**src/hcbp_pkg.sv**
```systemverilog
package hcbp_pkg;

	localparam int BYTE_BITS = 8;
	localparam int CODE_W    = 32;
	localparam int LEN_W     = 6;
	localparam int PEND_W    = BYTE_BITS - 1;
	localparam int ACC_W     = CODE_W + PEND_W;

	localparam logic [1:0] ACT_LOAD   = 2'd0;
	localparam logic [1:0] ACT_ENCODE = 2'd1;
	localparam logic [1:0] ACT_FLUSH  = 2'd2;

	typedef struct packed {
		logic [1:0]        action;
		logic [7:0]        symbol;
		logic [CODE_W-1:0] code_bits;
		logic [LEN_W-1:0]  code_len;
	} in_word_t;

	typedef struct packed {
		logic [7:0] out_byte;
		logic       last;
	} out_word_t;

	typedef struct packed {
		logic [CODE_W-1:0] code;
		logic [LEN_W-1:0]  len;
	} tbl_entry_t;

	typedef struct packed {
		logic              flush;
		logic [CODE_W-1:0] code;
		logic [LEN_W-1:0]  len;
	} qent_t;

	typedef struct packed {
		logic             busy;
		logic [LEN_W-1:0] tot;
	} bk_stat_t;

endpackage

```
**src/hcbp_queue.sv**
```systemverilog
module hcbp_queue #(
	parameter int DEPTH = 4
) (
	input  logic            clk,
	input  logic            arst_n,
	input  logic            push_valid,
	output logic            push_ready,
	input  hcbp_pkg::qent_t push_data,
	output logic            pop_valid,
	input  logic            pop_ready,
	output hcbp_pkg::qent_t pop_data
);
	import hcbp_pkg::*;

	localparam int PtrW = (DEPTH > 1) ? $clog2(DEPTH) : 1;
	localparam int CntW = $clog2(DEPTH + 1);

	qent_t           slots_q [DEPTH];
	logic [PtrW-1:0] wr_ptr_q;
	logic [PtrW-1:0] rd_ptr_q;
	logic [CntW-1:0] count_q;
	logic            push;
	logic            pop;

	assign push_ready = count_q != CntW'(DEPTH);
	assign pop_valid  = count_q != '0;
	assign pop_data   = slots_q[rd_ptr_q];
	assign push       = push_valid && push_ready;
	assign pop        = pop_valid && pop_ready;

	always_ff @(posedge clk) begin
		if (push) begin
			slots_q[wr_ptr_q] <= push_data;
		end
	end

	always_ff @(posedge clk or negedge arst_n) begin
		if (!arst_n) begin
			wr_ptr_q <= '0;
			rd_ptr_q <= '0;
			count_q  <= '0;
		end else begin
			if (push) begin
				wr_ptr_q <= (wr_ptr_q == PtrW'(DEPTH - 1)) ? '0 : wr_ptr_q + 1'b1;
			end
			if (pop) begin
				rd_ptr_q <= (rd_ptr_q == PtrW'(DEPTH - 1)) ? '0 : rd_ptr_q + 1'b1;
			end
			if (push && !pop) begin
				count_q <= count_q + 1'b1;
			end else if (pop && !push) begin
				count_q <= count_q - 1'b1;
			end
		end
	end

endmodule

```
**config.mk**
```make
export PLATFORM = sky130hd
export DESIGN_NAME = hcbp_queue
export DESIGN_NICKNAME = d
export VERILOG_FILES = /design/src/hcbp_pkg.sv /design/src/hcbp_queue.sv
export SDC_FILE = /design/constraint.sdc
export NUM_CORES = 1
export LEC_CHECK = 0
export ABC_AREA = 1
export BUFFER_PORTS_ARGS = -buffer_cell sky130_fd_sc_hd__buf_2
export CORE_UTILIZATION = 40
export DETAILED_ROUTE_END_ITERATION = 8
export PLACE_DENSITY = 0.64
export SKIP_CTS_REPAIR_TIMING = 1
export SLEW_MARGIN = 5
export SYNTH_ARGS = -nofsm -noshare
export SYNTH_HDL_FRONTEND = slang
export SYNTH_SLANG_ARGS = --single-unit
export TNS_END_PERCENT = 50
```
**constraint.sdc**
```tcl
create_clock -name clk -period 2.85 [get_ports clk]
set_input_delay 0.57 -clock clk [delete_from_list [all_inputs] [get_ports clk]]
set_output_delay 0.57 -clock clk [all_outputs]
set_load 0.02 [all_outputs]
```
==> impl_metrics.py <==
metrics = {
    "synth": {
        "yosysUniqueCellTypes": 18,
        "yosysSeqAreaShare_pct": 71.95,
        "synth_cells": 515,
        "synth-xor-area-share_pct": 0.1297,
        "syn_area_per_cell_um2": 13.11,
        "yosys.area_share.simple_pct": 8.281,
        "syn-cell-area_um2": 6754,
        "ys_top_cells_by_area": "edfxtp_1 (69%), o211ai_1 (7.6%), nand2_1 (7.3%)",
        "synth_area_leader_cell": "edfxtp_1",
        "synth_compound_area_share_pct": 9.485,
        "synth_top_family_by_area": "compound AO/OA/AOI/OAI gates",
        "synth_fp_nets": 565,
        "synthAdderAreaFrac_pct": 1.408,
        "yosys_warnings": 0,
        "yosysTopAreaCellShare_pct": 69.36,
        "ys_ff_latch": 163,
        "muxShareOfSynthArea_pct": 0,
    },
    "timing": {
        "finalSetupTns_ns": 0,
        "post-route-period-util_pct": 86.93,
        "timing.slew.headroom_pct": 58.91,
        "setup_ws_ns": 0.3726,
        "slew_viol_final": 0,
        "min_period_ns": 2.477,
        "report.final.setup_viol": 0,
        "rsz0062_at_grt": "no",
        "skew_ns": 0.006891,
        "worst-slew-pin-transition_ns": 0.6163,
        "fin_hold_ws_ns": 0.3678,
        "max_freq_ghz": 0.4036,
        "timing.final.hold_violations": 0,
    },
    "global_routing": {
        "grt_pass1_wl_um": 20230,
        "first_global_vias": 3899,
        "grt_max_degree": 45,
        "antenna_found_initial": 1,
        "grt.total_usage_pct": 15.48,
        "grt_overflow": 0,
    },
    "worst_setup_path": {
        "crit_arrival_ns": 1.91,
        "critPathCaptureType": "output port",
        "crit_path_start_kind": "register",
        "cp_max_fo": 37,
        "cp.required_ns": 2.28,
        "crit_type": "register to output port",
    },
    "power_and_ir_drop": {
        "worst_ir_drop_vdd_v": 0.0004893,
        "p_leak_nw": 3.203,
        "total_power_mw": 8.519,
        "power.density_nw_per_um2": 1072,
    },
    "run": {
        "maxCapViolCount": 0,
    },
    "placed_design": {
        "placedCellCount": 802,
        "port_buffers": 83,
        "place_area_um2": 7380,
        "post-place-ws_ns": 0.7300,
        "gp_congestion": 0.7070,
        "dp_hpwl_um": 7555,
    },
    "hold_path": {
        "hold_path_class": "input port to register",
    },
    "layout": {
        "area_growth_pct": 17.67,
        "drive_gt1_share_pct": 22.76,
        "nets": 652,
        "finalInstanceArea_um2": 7948,
        "seqCellArea_um2": 4865,
        "fill_cells": 1486,
        "stdcell_count": 835,
        "num_antenna_cells": 0,
        "layout_commonest_cell": "edfxtp_1",
        "utilization_pct": 48.10,
        "multi_input_area_um2": 1334,
        "layout_common_cells": "edfxtp_1 (156), nand2_1 (132), inv_1 (91), buf_2 (83), o211ai_1 (68)",
    },
    "floorplanning": {
        "coreArea_um2": 16520,
        "die_w_um": 131.9,
        "dieArea_um2": 17410,
        "ios": 84,
        "fp.dieH_um": 131.9,
        "rows": 47,
        "start_util_pct": 40.87,
    },
    "routing": {
        "viasPerCell": 4.734,
        "wl_um": 12710,
        "via_count": 3953,
        "drt_pre_antenna_iters": 4,
        "wl_per_cell_um": 15.22,
        "drt-initial-drc-count": 204,
        "drcViolationCount": 0,
        "final_antenna_net_count": 0,
    },
    "outcome": {
        "status": "completed",
    },
    "clock_network": {
        "clk_path_buf_depth": 2,
        "cts.sinks": 163,
        "cts_max_level": 4,
        "cts_tree": "yes",
        "cts_buffers": 17,
        "cts-root-buf": "clkbuf_16",
        "clock_latency_ns": 0.41,
        "clk_pin_slew_ns": 0.06,
    },
}
[flip-flops by register name, summed over array words and instances (netlist names)]
signal,flops
count_q,3
rd_ptr_q,2
slots_q,156
wr_ptr_q,2
[critical path, cell delays in order, from the launching register on]
cell	delay, ns
dfrtp_4	0.70
buf_4	0.35
nand2_1	0.09
o211ai_1	0.08
nand2_1	0.10
buf_2	0.17
[layer usage]
layer	vias up	share of wire, %	wire length [µm]	track usage, %
li1	1946	-	-	-
met1	1907	44	5544	18.75
met2	82	50	6379	25.96
met3	16	5.1	643	4.921
met4	2	1.0	127	5.620
met5	-	0.094	12	0
[area by class of cell]
| cell class | instances | area share, % |
|---|---|---|
| Timing Repair Buffer | 95 | 7.179 |
| Clock inverter | 5 | 0.3149 |
| Sequential cell | 163 | 61.21 |
| Clock buffer | 27 | 6.707 |
| Inverter | 92 | 4.345 |
| Multi-Input combinational cell | 233 | 16.78 |
| Tap cell | 220 | 3.463 |
[cells by family (layout without fill, tap and decap cells)]
logic type / Yosys count / count (layout)
AO/OA/AOI/OAI: 79 / 79
XOR/XNOR: 1 / 1
adder cells (fa/ha/maj): 7 / 7
buffers and inverters: 119 / 219
flip-flops: 163 / 163
AND/OR/NAND/NOR: 146 / 146
[report_power, final]
part	switching, mW	total (mW)	internal (mW)
registers	0.212	3.37	3.16
logic	2.05	3.05	0.995
clock network	0.830	2.10	1.27
[synthesized netlist by cell type]
library cell  instances
xnor2_1               1
nor2_1                6
buf_4                 1
fa_1                  1
o211ai_2             10
edfxtp_1            156
nand3_1               7
buf_8                 2
nand4_1               1
o211ai_1             68
buf_2                10
o21ai_0               1
buf_6                14
ha_1                  6
dfrtp_1               7
nand2_1             132
inv_2                 1
inv_1                91
[worst paths after layout]
check / depth (start not counted) / slack [ns] / endpoint / from
worst max-delay path: 5 / 0.37 / pop_data[32] / rd_ptr_q[0]
worst min-delay path: 1 / 0.37 / slots_q[3][22] / push_data[22]
worst max register to register: 9 / 0.74 / count_q[1] / count_q[0]
worst min register to register: 2 / 0.53 / count_q[2] / count_q[2]
max in group asynchronous: 2 / 2.14 / rd_ptr_q[1] / arst_n
min in group asynchronous: 2 / 0.52 / count_q[1] / arst_n
Note: power is estimated with default switching activity, not from simulation.
